## config.mk

```make
export PLATFORM = sky130hd
export DESIGN_NAME = regex_source_escaper
export DESIGN_NICKNAME = d
export VERILOG_FILES = /design/src/rtl/rse_pkg.sv /design/src/rtl/rse_front.sv /design/src/rtl/rse_queue.sv /design/src/rtl/rse_back.sv /design/src/rtl/regex_source_escaper.sv
export VERILOG_INCLUDE_DIRS = /design/src /design/src/rtl
export SDC_FILE = /design/constraint.sdc
export NUM_CORES = 1
export LEC_CHECK = 0
export BUFFER_PORTS_ARGS = -buffer_cell sky130_fd_sc_hd__clkbuf_2
export CAP_MARGIN = 20
export CORE_UTILIZATION = 57
export DETAILED_ROUTE_END_ITERATION = 10
export HOLD_SLACK_MARGIN = 0.08
export PLACE_DENSITY = 0.76
export SYNTH_ARGS = -nofsm -noshare
export SYNTH_HDL_FRONTEND = slang
export SYNTH_HIERARCHICAL = 1
export SYNTH_SLANG_ARGS = --single-unit
```

## constraint.sdc

```tcl
create_clock -name clk -period 6.6 [get_ports clk]
set_input_delay 1.32 -clock clk [delete_from_list [all_inputs] [get_ports clk]]
set_output_delay 1.32 -clock clk [all_outputs]
set_load 0.01 [all_outputs]
```

## src/rtl/regex_source_escaper_defines.svh

```systemverilog
// Assertion macros shared by the escaper RTL.
`ifndef REGEX_SOURCE_ESCAPER_DEFINES_SVH
`define REGEX_SOURCE_ESCAPER_DEFINES_SVH

`ifndef SYNTHESIS
`define RSE_ASSERT(lbl, clk, rst_n, prop, msg) \
  lbl: assert property (@(posedge clk) disable iff (!rst_n) prop) else $error(msg);
`define RSE_ASSERT_ALWAYS(lbl, clk, prop, msg) \
  lbl: assert property (@(posedge clk) prop) else $error(msg);
`else
`define RSE_ASSERT(lbl, clk, rst_n, prop, msg)
`define RSE_ASSERT_ALWAYS(lbl, clk, prop, msg)
`endif

`endif

```

## src/rtl/rse_pkg.sv

```systemverilog
// Types, code-unit constants and expansion functions for the escaper.
package rse_pkg;

  localparam logic [15:0] U_BSLASH = 16'h005C;
  localparam logic [15:0] U_SLASH  = 16'h002F;
  localparam logic [15:0] U_LBRACK = 16'h005B;
  localparam logic [15:0] U_RBRACK = 16'h005D;
  localparam logic [15:0] U_LF     = 16'h000A;
  localparam logic [15:0] U_CR     = 16'h000D;
  localparam logic [15:0] U_LS     = 16'h2028;
  localparam logic [15:0] U_PS     = 16'h2029;
  localparam logic [15:0] U_N      = 16'h006E;
  localparam logic [15:0] U_R      = 16'h0072;
  localparam logic [15:0] U_U      = 16'h0075;
  localparam logic [15:0] U_TWO    = 16'h0032;
  localparam logic [15:0] U_ZERO   = 16'h0030;
  localparam logic [15:0] U_EIGHT  = 16'h0038;
  localparam logic [15:0] U_NINE   = 16'h0039;
  localparam logic [15:0] U_LPAREN = 16'h0028;
  localparam logic [15:0] U_QMARK  = 16'h003F;
  localparam logic [15:0] U_COLON  = 16'h003A;
  localparam logic [15:0] U_RPAREN = 16'h0029;

  typedef enum logic [2:0] {
    BODY_UNIT,
    BODY_LF,
    BODY_CR,
    BODY_LS,
    BODY_PS,
    BODY_EMPTY
  } body_t;

  typedef struct packed {
    logic        lead_bs;
    body_t       body;
    logic [15:0] code_unit;
    logic        src_end;
  } entry_t;

  typedef struct packed {
    logic   valid;
    entry_t entry;
  } head_t;

  function automatic logic [2:0] body_len(input body_t body);
    logic [2:0] len;
    case (body)
      BODY_LS:    len = 3'd5;
      BODY_PS:    len = 3'd5;
      BODY_EMPTY: len = 3'd4;
      default:    len = 3'd1;
    endcase
    return len;
  endfunction

  function automatic logic [15:0] body_unit(input body_t body, input logic [2:0] pos,
                                            input logic [15:0] code);
    logic [15:0] u;
    u = code;
    case (body)
      BODY_LF: u = U_N;
      BODY_CR: u = U_R;
      BODY_LS, BODY_PS: begin
        case (pos)
          3'd0:    u = U_U;
          3'd1:    u = U_TWO;
          3'd2:    u = U_ZERO;
          3'd3:    u = U_TWO;
          default: u = (body == BODY_LS) ? U_EIGHT : U_NINE;
        endcase
      end
      BODY_EMPTY: begin
        case (pos)
          3'd0:    u = U_LPAREN;
          3'd1:    u = U_QMARK;
          3'd2:    u = U_COLON;
          default: u = U_RPAREN;
        endcase
      end
      default: u = code;
    endcase
    return u;
  endfunction

endpackage

```

## src/rtl/rse_front.sv

```systemverilog
// Front end: accepts pattern units, tracks escape and bracket state, classifies units.
module rse_front
  import rse_pkg::*;
(
  input  logic        clk,
  input  logic        rst_n,
  input  logic        in_tvalid,
  output logic        in_tready,
  input  logic [15:0] in_tdata,
  input  logic        in_tlast,
  input  logic        in_tuser,
  input  logic        q_full,
  output logic        q_push,
  output entry_t      q_entry
);

  logic after_bs_r, after_bs_nxt;
  logic in_brk_r, in_brk_nxt;
  logic slash_esc;
  logic line_term;

  assign in_tready = !q_full;
  assign q_push    = in_tvalid && !q_full;

  always_comb begin
    slash_esc = !after_bs_r && !in_brk_r && (in_tdata == U_SLASH);
    line_term = (in_tdata == U_LF) || (in_tdata == U_CR) ||
                (in_tdata == U_LS) || (in_tdata == U_PS);
    q_entry.code_unit = in_tdata;
    q_entry.src_end   = in_tlast || in_tuser;
    after_bs_nxt      = after_bs_r;
    in_brk_nxt        = in_brk_r;
    if (in_tuser) begin
      q_entry.lead_bs = 1'b0;
      q_entry.body    = BODY_EMPTY;
    end else begin
      q_entry.lead_bs = slash_esc || (line_term && !after_bs_r);
      if (in_tdata == U_LF) begin
        q_entry.body = BODY_LF;
      end else if (in_tdata == U_CR) begin
        q_entry.body = BODY_CR;
      end else if (in_tdata == U_LS) begin
        q_entry.body = BODY_LS;
      end else if (in_tdata == U_PS) begin
        q_entry.body = BODY_PS;
      end else begin
        q_entry.body = BODY_UNIT;
      end
      if (!after_bs_r) begin
        if (in_brk_r) begin
          in_brk_nxt = (in_tdata != U_RBRACK);
        end else begin
          in_brk_nxt = (in_tdata == U_LBRACK);
        end
      end
      after_bs_nxt = !after_bs_r && (in_tdata == U_BSLASH);
    end
    if (in_tlast || in_tuser) begin
      after_bs_nxt = 1'b0;
      in_brk_nxt   = 1'b0;
    end
  end

  always_ff @(posedge clk) begin
    if (!rst_n) begin
      after_bs_r <= 1'b0;
      in_brk_r   <= 1'b0;
    end else if (q_push) begin
      after_bs_r <= after_bs_nxt;
      in_brk_r   <= in_brk_nxt;
    end
  end

endmodule

```

## src/rtl/rse_queue.sv

```systemverilog
// Short register queue of classified units between front and back ends.
`include "regex_source_escaper_defines.svh"
module rse_queue
  import rse_pkg::*;
#(
  parameter int DEPTH = 4
) (
  input  logic   clk,
  input  logic   rst_n,
  input  logic   push,
  input  entry_t push_entry,
  output logic   full,
  input  logic   pop,
  output head_t  head
);

  localparam int PTR_W = (DEPTH > 1) ? $clog2(DEPTH) : 1;
  localparam int CNT_W = $clog2(DEPTH + 1);

  entry_t             mem_r [DEPTH];
  logic [PTR_W-1:0]   wr_ptr_r, wr_ptr_nxt;
  logic [PTR_W-1:0]   rd_ptr_r, rd_ptr_nxt;
  logic [CNT_W-1:0]   count_r, count_nxt;

  assign full       = (count_r == CNT_W'(DEPTH));
  assign head.valid = (count_r != '0);
  assign head.entry = mem_r[rd_ptr_r];

  always_comb begin
    wr_ptr_nxt = (wr_ptr_r == PTR_W'(DEPTH - 1)) ? '0 : wr_ptr_r + 1'b1;
    rd_ptr_nxt = (rd_ptr_r == PTR_W'(DEPTH - 1)) ? '0 : rd_ptr_r + 1'b1;
    count_nxt  = count_r;
    if (push && !pop) begin
      count_nxt = count_r + 1'b1;
    end else if (pop && !push) begin
      count_nxt = count_r - 1'b1;
    end
  end

  always_ff @(posedge clk) begin
    if (push) begin
      mem_r[wr_ptr_r] <= push_entry;
    end
  end

  always_ff @(posedge clk) begin
    if (!rst_n) begin
      wr_ptr_r <= '0;
      rd_ptr_r <= '0;
      count_r  <= '0;
    end else begin
      if (push) begin
        wr_ptr_r <= wr_ptr_nxt;
      end
      if (pop) begin
        rd_ptr_r <= rd_ptr_nxt;
      end
      count_r <= count_nxt;
    end
  end

  `RSE_ASSERT(a_no_overflow, clk, rst_n, !(push && full), "push into a full queue")
  `RSE_ASSERT(a_no_underflow, clk, rst_n, !(pop && !head.valid), "pop from an empty queue")
  `RSE_ASSERT(a_count_range, clk, rst_n, count_r <= CNT_W'(DEPTH), "queue count out of range")

endmodule

```

## src/rtl/rse_back.sv

```systemverilog
// Back end: expands each classified unit into its output units through an output register.
`include "regex_source_escaper_defines.svh"
module rse_back
  import rse_pkg::*;
(
  input  logic        clk,
  input  logic        rst_n,
  input  head_t       head,
  output logic        pop,
  output logic        out_tvalid,
  input  logic        out_tready,
  output logic [15:0] out_tdata,
  output logic        out_tlast,
  output logic        out_tuser
);

  logic [2:0]  idx_r, idx_nxt;
  logic        valid_r;
  logic [15:0] unit_r, unit_nxt;
  logic        last_r, last_nxt;
  logic        src_r, src_nxt;
  logic        load;
  logic        lead_now;
  logic [2:0]  body_pos;

  assign load       = head.valid && (!valid_r || out_tready);
  assign pop        = load && last_nxt;
  assign out_tvalid = valid_r;
  assign out_tdata  = unit_r;
  assign out_tlast  = last_r;
  assign out_tuser  = src_r;

  always_comb begin
    lead_now = head.entry.lead_bs && (idx_r == 3'd0);
    body_pos = idx_r - {2'b00, head.entry.lead_bs};
    if (lead_now) begin
      unit_nxt = U_BSLASH;
      last_nxt = 1'b0;
    end else begin
      unit_nxt = body_unit(head.entry.body, body_pos, head.entry.code_unit);
      last_nxt = (body_pos == body_len(head.entry.body) - 3'd1);
    end
    src_nxt = last_nxt && head.entry.src_end;
    idx_nxt = last_nxt ? 3'd0 : idx_r + 3'd1;
  end

  always_ff @(posedge clk) begin
    if (load) begin
      unit_r <= unit_nxt;
      last_r <= last_nxt;
      src_r  <= src_nxt;
    end
  end

  always_ff @(posedge clk) begin
    if (!rst_n) begin
      valid_r <= 1'b0;
      idx_r   <= 3'd0;
    end else begin
      if (load) begin
        valid_r <= 1'b1;
        idx_r   <= idx_nxt;
      end else if (out_tready) begin
        valid_r <= 1'b0;
      end
    end
  end

  `RSE_ASSERT(a_src_end_is_last, clk, rst_n, valid_r && src_r |-> last_r, "source end without run end")
  `RSE_ASSERT(a_idx_has_head, clk, rst_n, idx_r != 3'd0 |-> head.valid, "expansion in progress without a queued unit")
  `RSE_ASSERT(a_idx_range, clk, rst_n, idx_r < 3'd6, "expansion index out of range")

endmodule

```

## src/rtl/regex_source_escaper.sv

```systemverilog
// The first output unit of an input transfer is presented from the output register; the
// input unit passes through the queue register before the back end loads it there.
// Throughput: one output unit per cycle while out_tready is high; an input unit that expands
// to n output units holds the back-end expander until all n are loaded, and plain units flow one per cycle.
// The queue between front and back ends absorbs bursts of expansions up to its depth.
// Reset is synchronous and active low; it clears the escape and bracket flags, the queue,
// and the output valid flag and expansion index.
module regex_source_escaper
  import rse_pkg::*;
#(
  parameter int QUEUE_DEPTH = 4
) (
  input  logic        clk,
  input  logic        rst_n,
  input  logic        in_tvalid,
  output logic        in_tready,
  input  logic [15:0] in_tdata,   // code_unit
  input  logic        in_tlast,
  input  logic        in_tuser,   // pattern_empty
  output logic        out_tvalid,
  input  logic        out_tready,
  output logic [15:0] out_tdata,  // out_unit
  output logic        out_tlast,
  output logic        out_tuser   // source_end
);

  logic   q_full;
  logic   q_push;
  logic   q_pop;
  entry_t q_entry;
  head_t  q_head;

  rse_front u_front (
    .clk       (clk),
    .rst_n     (rst_n),
    .in_tvalid (in_tvalid),
    .in_tready (in_tready),
    .in_tdata  (in_tdata),
    .in_tlast  (in_tlast),
    .in_tuser  (in_tuser),
    .q_full    (q_full),
    .q_push    (q_push),
    .q_entry   (q_entry)
  );

  rse_queue #(
    .DEPTH (QUEUE_DEPTH)
  ) u_queue (
    .clk        (clk),
    .rst_n      (rst_n),
    .push       (q_push),
    .push_entry (q_entry),
    .full       (q_full),
    .pop        (q_pop),
    .head       (q_head)
  );

  rse_back u_back (
    .clk        (clk),
    .rst_n      (rst_n),
    .head       (q_head),
    .pop        (q_pop),
    .out_tvalid (out_tvalid),
    .out_tready (out_tready),
    .out_tdata  (out_tdata),
    .out_tlast  (out_tlast),
    .out_tuser  (out_tuser)
  );

endmodule
```

; Word level (Yosys, flattened, before mapping)
; Memories as Yosys holds them, arrays and structs flattened. A register that Yosys moved wholly into a read port is not among the register bits.
; Index checks and enable logic that the tools add are counted.
[op_classes]
muxes = 29
addsub = 7
n_reduce_logical = 32
n_eq_ne = 22
[op_table]
columns = operator, n
row1 = $pmux 16 s4, 1
row2 = $pmux 16 s3, 1
row3 = $eq 16x14->1 const B, 2
row4 = $eq 16x4->1 const B, 2
row5 = $eq 16x7->1 const B, 2
row6 = $mux 3, 8
row7 = $eq 16x6->1 const B, 1
row8 = $ne 16x7->1 const B, 1
row9 = $pmux 5 s3, 1
row10 = $eq 3x2->1 const B, 4
row11 = $mux 1, 12
row12 = $logic_and 1x1->1, 11
row13 = $eq 3x3->1 const B, 3
row14 = $mux 2, 4
row15 = $add 3x1->3 const B, 2
row16 = $eq 3x1->1 const B, 2
row17 = $logic_not 1->1, 6
row18 = $logic_not 3->1, 2
row19 = $logic_or 1x1->1, 6
row20 = $pmux 3 s2, 1
row21 = $sub 3x1->3 const B, 2
row22 = $add 2x1->2 const B, 2
row23 = $eq 2x2->1 const B, 2
row24 = $mux 4, 1
row25 = 8 further kinds, 11
[totals]
register_bits = 31
ram_bits = 84
memories = 1
wordCells = 101
in_bits = 22
output_inout_bits = 20
[memory_table]
columns = memory, words, width, rd, rd_ports_with_merged_regs, write_ports, line
row1 = u_queue.mem_r, 4, 21, 1, 1, 1, rse_queue.sv:20  ; entry_t mem_r [DEPTH];

; Depth between registers and ports, before layout
; Gate-level depths: netlist of the first run.
[depth]
depth_word = 11
ltp_mapped = 15
mapped_depth_nobuf = 14

; Cells and area by module
; The synthesis of the first run kept the hierarchy.
[by_module_without_submodules]
columns = module, area_each_um2, seq_area_each_um2, cells_per_inst, n_inst
row1 = rse_queue, 3490.8, 2702.6, 153, 1
row2 = rse_back, 1238.7, 620.6, 121, 1
row3 = rse_front, 450.4, 40.0, 61, 1

; Least setup slack after synthesis of the first run
; OpenSTA, ideal clock, no wires.
[synth_timing]
kind = flip-flop to flip-flop
start = reg (tool-made name)
end = reg u_queue.count_r[2]
n_path_buf = 1
required_time_ps = 6524
t_arrival_ps = 3481
synth_period_minus_slack_ps = 3557
stages_incl_launch_ff = 16
setup_slack_ps = 3043
setup_ps = 76
path_cell_list = dfxtp_1 mux4_1 ha_1 ha_1 clkbuf_1 and2_1 mux2i_1 nor4_4 and2_1 inv_1 ha_1 inv_1 fa_1 xor2_1 or3_1 a21boi_0
[synth_rtl]
columns = element, line
row1 = end signal: assignment, rse_queue.sv:58  ; count_r <= count_nxt;
row2 = end: declaration, rse_queue.sv:23  ; logic [CNT_W-1:0] count_r, count_nxt;

==> results of run 1 <==
[layer usage]
metal / global-route usage (%) / wire length [µm]
met5: 0 / 0
met4: 6.674 / 92
met3: 7.626 / 479
met2: 36.08 / 4811
met1: 25.23 / 3813
[cell usage in the layout (no fill, tap or decap), types with 3 or more instances in the layout]
| cell type | synthesis | layout |
|---|---|---|
| nand3b_1 | 5 | 5 |
| mux4_2 | 20 | 20 |
| xor2_1 | 4 | 4 |
| dfxtp_1 | 15 | 15 |
| nor2b_1 | 6 | 6 |
| nor3_1 | 5 | 5 |
| nor2_1 | 16 | 16 |
| o211ai_1 | 3 | 3 |
| mux2i_1 | 6 | 6 |
| clkbuf_2 | 0 | 41 |
| or3_1 | 3 | 3 |
| o21ai_0 | 11 | 11 |
| nand3_1 | 8 | 8 |
| nand2_1 | 10 | 10 |
| ha_1 | 10 | 10 |
| inv_6 | 0 | 7 |
| a21boi_0 | 3 | 3 |
| nand2b_1 | 4 | 4 |
| inv_1 | 13 | 13 |
| edfxtp_1 | 102 | 102 |
| and2_1 | 17 | 17 |
| clkinv_4 | 0 | 4 |
| clkbuf_16 | 0 | 16 |
| a21oi_1 | 6 | 6 |
[area by class of cell]
class                           instances  area share [%]
Sequential cell                       117           57.17
Multi-Input combinational cell        179           27.01
Clock buffer                           17           7.040
Timing Repair Buffer                   42           3.615
Tap cell                              108           2.297
Clock inverter                         15           2.042
Inverter                               13          0.8294
[final timing paths]
kind / start / endpoint / slack [ns] / cells past startpoint
worst max-delay path: flop / u_queue/count_r[2]$_SDFFE_PN0P_ / 2.43 / 14
worst min-delay path: u_queue/count_r[2]$_SDFFE_PN0P_ / u_queue/count_r[2]$_SDFFE_PN0P_ / 0.50 / 2
worst max register to register: flop / u_queue/count_r[2]$_SDFFE_PN0P_ / 2.43 / 14
worst min register to register: u_queue/count_r[2]$_SDFFE_PN0P_ / u_queue/count_r[2]$_SDFFE_PN0P_ / 0.50 / 2
[cells by family (layout without fill, tap and decap cells)]
family	count (synthesis)	count (layout)	synth area share, %
buf+inv	39	87	4.396
compound gates	43	43	5.797
mux	27	27	10.36
flops	117	117	64.93
simple gates	92	92	10.70
xor+xnor	6	6	1.014
fa+ha+maj	11	11	2.802
[worst register-to-register path, delay by kind of cell, from the launching register on]
| kind | cells | cell delay (ns) |
|---|---|---|
| AO/OA/AOI/OAI | 1 | 0.16 |
| flip-flops | 1 | 0.97 |
| AND/OR/NAND/NOR | 4 | 0.87 |
| adder cells (fa/ha/maj) | 4 | 0.99 |
| buffers and inverters | 2 | 0.15 |
| XOR/XNOR | 2 | 0.52 |
| multiplexers | 1 | 0.44 |
[registers in the layout (all words and copies together) (netlist names), named ones only]
signal              cells
u_back/out_tlast        1
u_queue/wr_ptr_r        2
u_queue/mem_r          84
u_queue/rd_ptr_r        2
u_back/idx_r            3
u_queue/count_r         3
u_front/after_bs_r      1
u_back/out_tdata       16
u_front/in_brk_r        1
u_back/out_tvalid       1
u_back/out_tuser        1
[where the power goes]
group / total (mW) / switching, mW / internal, mW
Combinational: 0.674 / 0.397 / 0.276
Sequential: 1.02 / 0.0452 / 0.977
Clock: 0.811 / 0.343 / 0.468
Total: 2.51 / 0.786 / 1.72
==> flow_summary.json, run 1 <==
{
  "path_cells": "mux4_1 -> ha_1 -> ha_1 -> xor2_1 -> and3_4 -> nor4_4 -> and2_1 -> inv_1 -> ha_1 -> inv_1 -> fa_1 -> xor2_1 -> or3_1 -> a21boi_0",
  "fin_crit_sh_pct": 63.23,
  "multiInputGateArea_um2": 1589,
  "first_global_vias": 2891,
  "synthTopCellsByArea": "edfxtp_1 59%, mux4_2 8.7%, dfxtp_1 5.8%",
  "pre_cts_slack_ns": 2.427,
  "slew_violations": 0,
  "cpMostUsedCell": "ha_1",
  "cp_max_fo": 21,
  "ys_seq_area_share_pct": 64.93,
  "drt-initial-drc-count": 219,
  "yosysMostFrequentCell": "edfxtp_1",
  "finalNetCount": 403,
  "final_layout_size_suffix_gt1_share_pct": 26.89,
  "status": "complete, no violations",
  "grt_usage_pct": 21.17,
  "synth-seq-cells": 117,
  "post_dp_cell_area_um2": 5349,
  "die-width_um": 97.33,
  "io_pins": 42,
  "start_util_pct": 59.11,
  "crit_family": "adder cells",
  "final_core_util_pct": 67.13,
  "die_h_um": 97.33,
  "wl_per_cell_um": 18.73,
  "post_cts_resize_count": 0,
  "critical_path_class": "flop to flop",
  "avgSynthCellArea_um2": 15.46,
  "critPathBufInv": 2,
  "max_freq_ghz": 0.2396,
  "ys_types": 59,
  "synthArstFlopShare_pct": 0,
  "critical-path-slowest-cell": "dfxtp_1",
  "drt_wl_total_um": 9196,
  "critPathMaxStageDelay_ns": 0.97,
  "total_power_mw": 2.507,
  "hold_viol": 0,
  "synth_ff_type": "edfxtp_1",
  "grt_first_pass_wirelength_um": 14700,
  "rows": 34,
  "yosysTopAreaCellShare_pct": 59.13,
  "drv_cap": 0,
  "synth_top_cell_by_area": "edfxtp_1",
  "firstDrtPassIters": 5,
  "fin_cells": 491,
  "arrival_ns": 4.61,
  "route.detailed.drc": 0,
  "ir_drop_mv": 0.1924,
  "fp.dieArea_um2": 9473,
  "cts.path.max_buffers": 2,
  "fin_ws_ns": 2.427,
  "synthCells": 335,
  "hold_buffers": 0,
  "hold_class": "flop to flop",
  "tritoncts": "built",
  "h-tree-depth": 4,
  "dp.cells": 459,
  "synth_warnings": 6,
  "synth_edf_count": 102,
  "root_buffer": "clkbuf_8",
  "diodes": 0,
  "tightest_slew_ns": 1.120,
  "setup_violations": 0,
  "gp_congestion": 0.8599,
  "path_clk_slew_ns": 0.06,
  "tns_ns": 0,
  "rsz0062_at_grt": "false",
  "syn_area_um2": 5180,
  "grt_max_degree": 23,
  "vias_per_cell": 5.896,
  "core_um2": 8763,
  "clk_latency_ns": 0.52,
  "p_per_area_nw_per_um2": 426.2,
  "design_area_um2": 5883,
  "area_growth_pct": 13.57,
  "fill_cells": 577,
  "endpoint_kind": "flop",
  "synth_common_cells": "102 x edfxtp_1, 20 x mux4_2, 17 x and2_1, 17 x buf_4, 16 x nor2_1",
  "p_leak_nw": 2.075,
  "num_vias": 2895,
  "finClkSkew_ns": 0.009543,
  "start_kind": "flop",
  "ant_nets": 0,
  "post_cts_buffers": 0,
  "cts_inserted_buffers": 17,
  "clock-sinks": 117,
  "period_needed_ns": 4.173,
  "required_ns": 7.04,
  "antenna_found_initial": 0,
  "grt.overflow.total": 0,
  "regArea_um2": 3363,
  "max-slew-margin-rel_pct": 25.33,
  "syn_nets": 368,
  "timing.hold.ws_ns": 0.5014,
  "dp_hpwl_um": 5905,
  "port_buffers": 41
}
Note: power is estimated with default switching activity, not from simulation.
==> run 2, diff against run 1 <==
--- a/config.mk
+++ b/config.mk
@@ -6,9 +6,10 @@
 export SDC_FILE = /design/constraint.sdc
 export NUM_CORES = 1
 export LEC_CHECK = 0
+export ABC_AREA = 1
 export BUFFER_PORTS_ARGS = -buffer_cell sky130_fd_sc_hd__clkbuf_2
 export CAP_MARGIN = 20
-export CORE_UTILIZATION = 57
+export CORE_UTILIZATION = 54
 export DETAILED_ROUTE_END_ITERATION = 10
 export HOLD_SLACK_MARGIN = 0.08
 export PLACE_DENSITY = 0.76
==> constraint.sdc (replaced) <==
create_clock -name clk -period 3.8 [get_ports clk]
set_input_delay 0.76 -clock clk [delete_from_list [all_inputs] [get_ports clk]]
set_output_delay 0.76 -clock clk [all_outputs]
set_load 0.01 [all_outputs]
==> run 2 against run 1 <==
Against the previous run: largest cell class unchanged; critical path depth grew 7; first-iteration DRC count shrank 4.6%; design area grew 1.7%; largest power group unchanged; sequential power grew 78%; clock skew shrank 0.0011 ns; register-to-register slack lost 1.9 ns.
==> flow_summary.json, run 2 <==
{
  "ant_nets": 0,
  "diodes": 0,
  "hold_class": "primary input to flop",
  "max_freq_ghz": 0.3027,
  "final_layout_size_suffix_gt1_share_pct": 18.42,
  "synthTopCellsByArea": "edfxtp_1 58%, nor2_1 6.7%, dfxtp_1 5.7%",
  "finalNetCount": 563,
  "hold_viol": 0,
  "clock-sinks": 117,
  "syn_area_um2": 5295,
  "swShare_pct": 33.66,
  "p_sw_mw": 1.584,
  "arrival_ns": 3.75,
  "regMostFlops": "u_queue/mem_r",
  "drt-initial-drc-count": 209,
  "required_ns": 4.24,
  "slew_violations": 0,
  "dp.cells": 640,
  "p_leak_nw": 2.423,
  "die_h_um": 101.0,
  "dp_hpwl_um": 6405,
  "root_buffer": "clkbuf_8",
  "vias_per_cell": 5.262,
  "synth_common_cells": "102 x edfxtp_1, 94 x nor2_1, 70 x nand2_1, 39 x inv_1, 29 x o21ai_0",
  "clk_latency_ns": 0.50,
  "route.detailed.drc": 0,
  "cts.path.max_buffers": 2,
  "yosysMostFrequentCell": "edfxtp_1",
  "first_global_vias": 3471,
  "setup_violations": 0,
  "endpoint_kind": "flop",
  "core_um2": 9371,
  "tritoncts": "built",
  "hold_buffers": 0,
  "status": "complete, no violations",
  "post_cts_buffers": 0,
  "synthArstFlopShare_pct": 0,
  "synthCells": 497,
  "pwr-share-seq_pct": 38.7,
  "cp_max_fo": 24,
  "p_per_area_nw_per_um2": 786.8,
  "layout_common_cells": "102 x edfxtp_1, 94 x nor2_1, 70 x nand2_1",
  "final_core_util_pct": 63.82,
  "h-tree-depth": 4,
  "io_pins": 42,
  "grt_usage_pct": 21.61,
  "start_util_pct": 56.50,
  "largest_reg_flops": 84,
  "ys_types": 29,
  "clkPwrFrac_pct": 30.3,
  "wl_per_cell_um": 14.96,
  "max-slew-margin-rel_pct": 32.73,
  "ys_seq_area_share_pct": 63.52,
  "grt_first_pass_wirelength_um": 16180,
  "area_growth_pct": 12.95,
  "synth_ff_type": "edfxtp_1",
  "critical_path_class": "flop to flop",
  "fin_crit_sh_pct": 86.95,
  "tns_ns": 0,
  "drt_wl_total_um": 10050,
  "synth_top_cell_by_area": "edfxtp_1",
  "syn_nets": 530,
  "avgSynthCellArea_um2": 10.65,
  "synth_edf_count": 102,
  "start_kind": "flop",
  "synth-seq-cells": 117,
  "fp.dieArea_um2": 10210,
  "rows": 35,
  "synth_warnings": 6,
  "antenna_found_initial": 0,
  "drv_cap": 0,
  "port_buffers": 41,
  "comb_power_share_pct": 31.0,
  "fin_cells": 672,
  "layout_commonest_cell": "edfxtp_1",
  "tightest_slew_ns": 1.008,
  "post_cts_resize_count": 0,
  "rsz0062_at_grt": "false",
  "total_power_mw": 4.706,
  "gp_congestion": 0.8877,
  "pre_cts_slack_ns": 0.5933,
  "grt.overflow.total": 0,
  "finClkSkew_ns": 0.008455,
  "path_clk_slew_ns": 0.05,
  "ir_drop_mv": 0.3084,
  "yosysTopAreaCellShare_pct": 57.84,
  "fin_ws_ns": 0.4960,
  "cts_inserted_buffers": 17,
  "firstDrtPassIters": 5,
  "grt_max_degree": 43,
  "die-width_um": 101.0,
  "power.internal_mw": 3.122,
  "num_vias": 3536,
  "period_needed_ns": 3.304
}
run 2: cell count changes after synthesis, sizes merged, moves of 6 or more:
cell,before,now
mux4,21,0
nor2b,6,0
buf,21,31
o21ai,12,48
o22ai,0,22
and2,17,1
nor2,16,103
nand2,10,75
inv,13,48
mux2i,6,0
nand3,8,20
run 2: cell type report:
| class | instances | area [µm²] |
|---|---|---|
| fillers | 732 | 3391 |
| flip-flops and latches | 117 | 3363 |
| multi-input cells | 301 | 1494 |
| clock buffers | 21 | 429.2 |
| repair buffers | 45 | 235.2 |
| inverters | 48 | 187.7 |
| well taps | 129 | 161.4 |
| clock inverters | 11 | 110.1 |
run 2: power by group through the flow:
stage          clock, mW  sequential (mW)  combinational, mW
2_1_floorplan          0             1.89               1.05
3_3_place_gp           0             1.84               1.38
3_5_place_dp           0             1.85               1.42
4_1_cts             1.45             1.82               1.45
5_1_grt             1.50             1.84               1.63
6_report            1.43             1.82               1.46
run 2: routing by layer:
layer	GRT usage, %	up-vias	share of wire [%]
li1	-	1749	-
met1	25.40	1634	42
met2	36.83	138	50
met3	6.519	15	6.6
met4	9.365	0	1.3
met5	0	-	0
run 2: through the flow:
stage	instance area [µm²]	hold slack [ns]
6_report	5981	0.4944
5_1_grt	5981	0.4800
4_1_cts	5981	0.4758
3_5_place_dp	5441	0.4957
3_3_place_gp	5441	0.4758
2_1_floorplan	5295	0.4657
run 2: worst paths after layout:
path              slack (ns)  cells after the start                               to                            from
setup reg to reg        0.50                     21  u_queue/count_r[2]$_SDFFE_PN0P_                            flop
hold / removal          0.49                      1   u_queue/mem_r[1][12]$_DFFE_PP_                    in_tdata[11]
hold reg to reg         0.50                      2   u_back/out_tvalid$_SDFFE_PN0P_  u_back/out_tvalid$_SDFFE_PN0P_
setup / recovery        0.50                     21  u_queue/count_r[2]$_SDFFE_PN0P_                            flop
run 2: kinds of logic after synthesis:
logic type                 synth area share, %
adders and majority gates                2.741
and+or+nand+nor                          16.40
AOI/OAI and AO/OA                        8.743
buffers and inverters                    8.270
xor gates and xnor gates                0.3309
DFF                                      63.52
run 2: critical path: stages (launching register included):
cell and delay (ns):
dfxtp_1 0.44, buf_4 0.29, o21ai_0 0.16, o22ai_2 0.18, ha_1 0.18, ha_1 0.21
inv_1 0.08, nand2_1 0.09, nand2_1 0.12, nand3_1 0.11, nand2_2 0.07, nand3_2 0.10
inv_1 0.06, inv_1 0.11, ha_1 0.18, inv_1 0.07, fa_1 0.40, nand2_1 0.11
nand3_1 0.09, nand2_1 0.06, inv_1 0.04, nor2_1 0.08
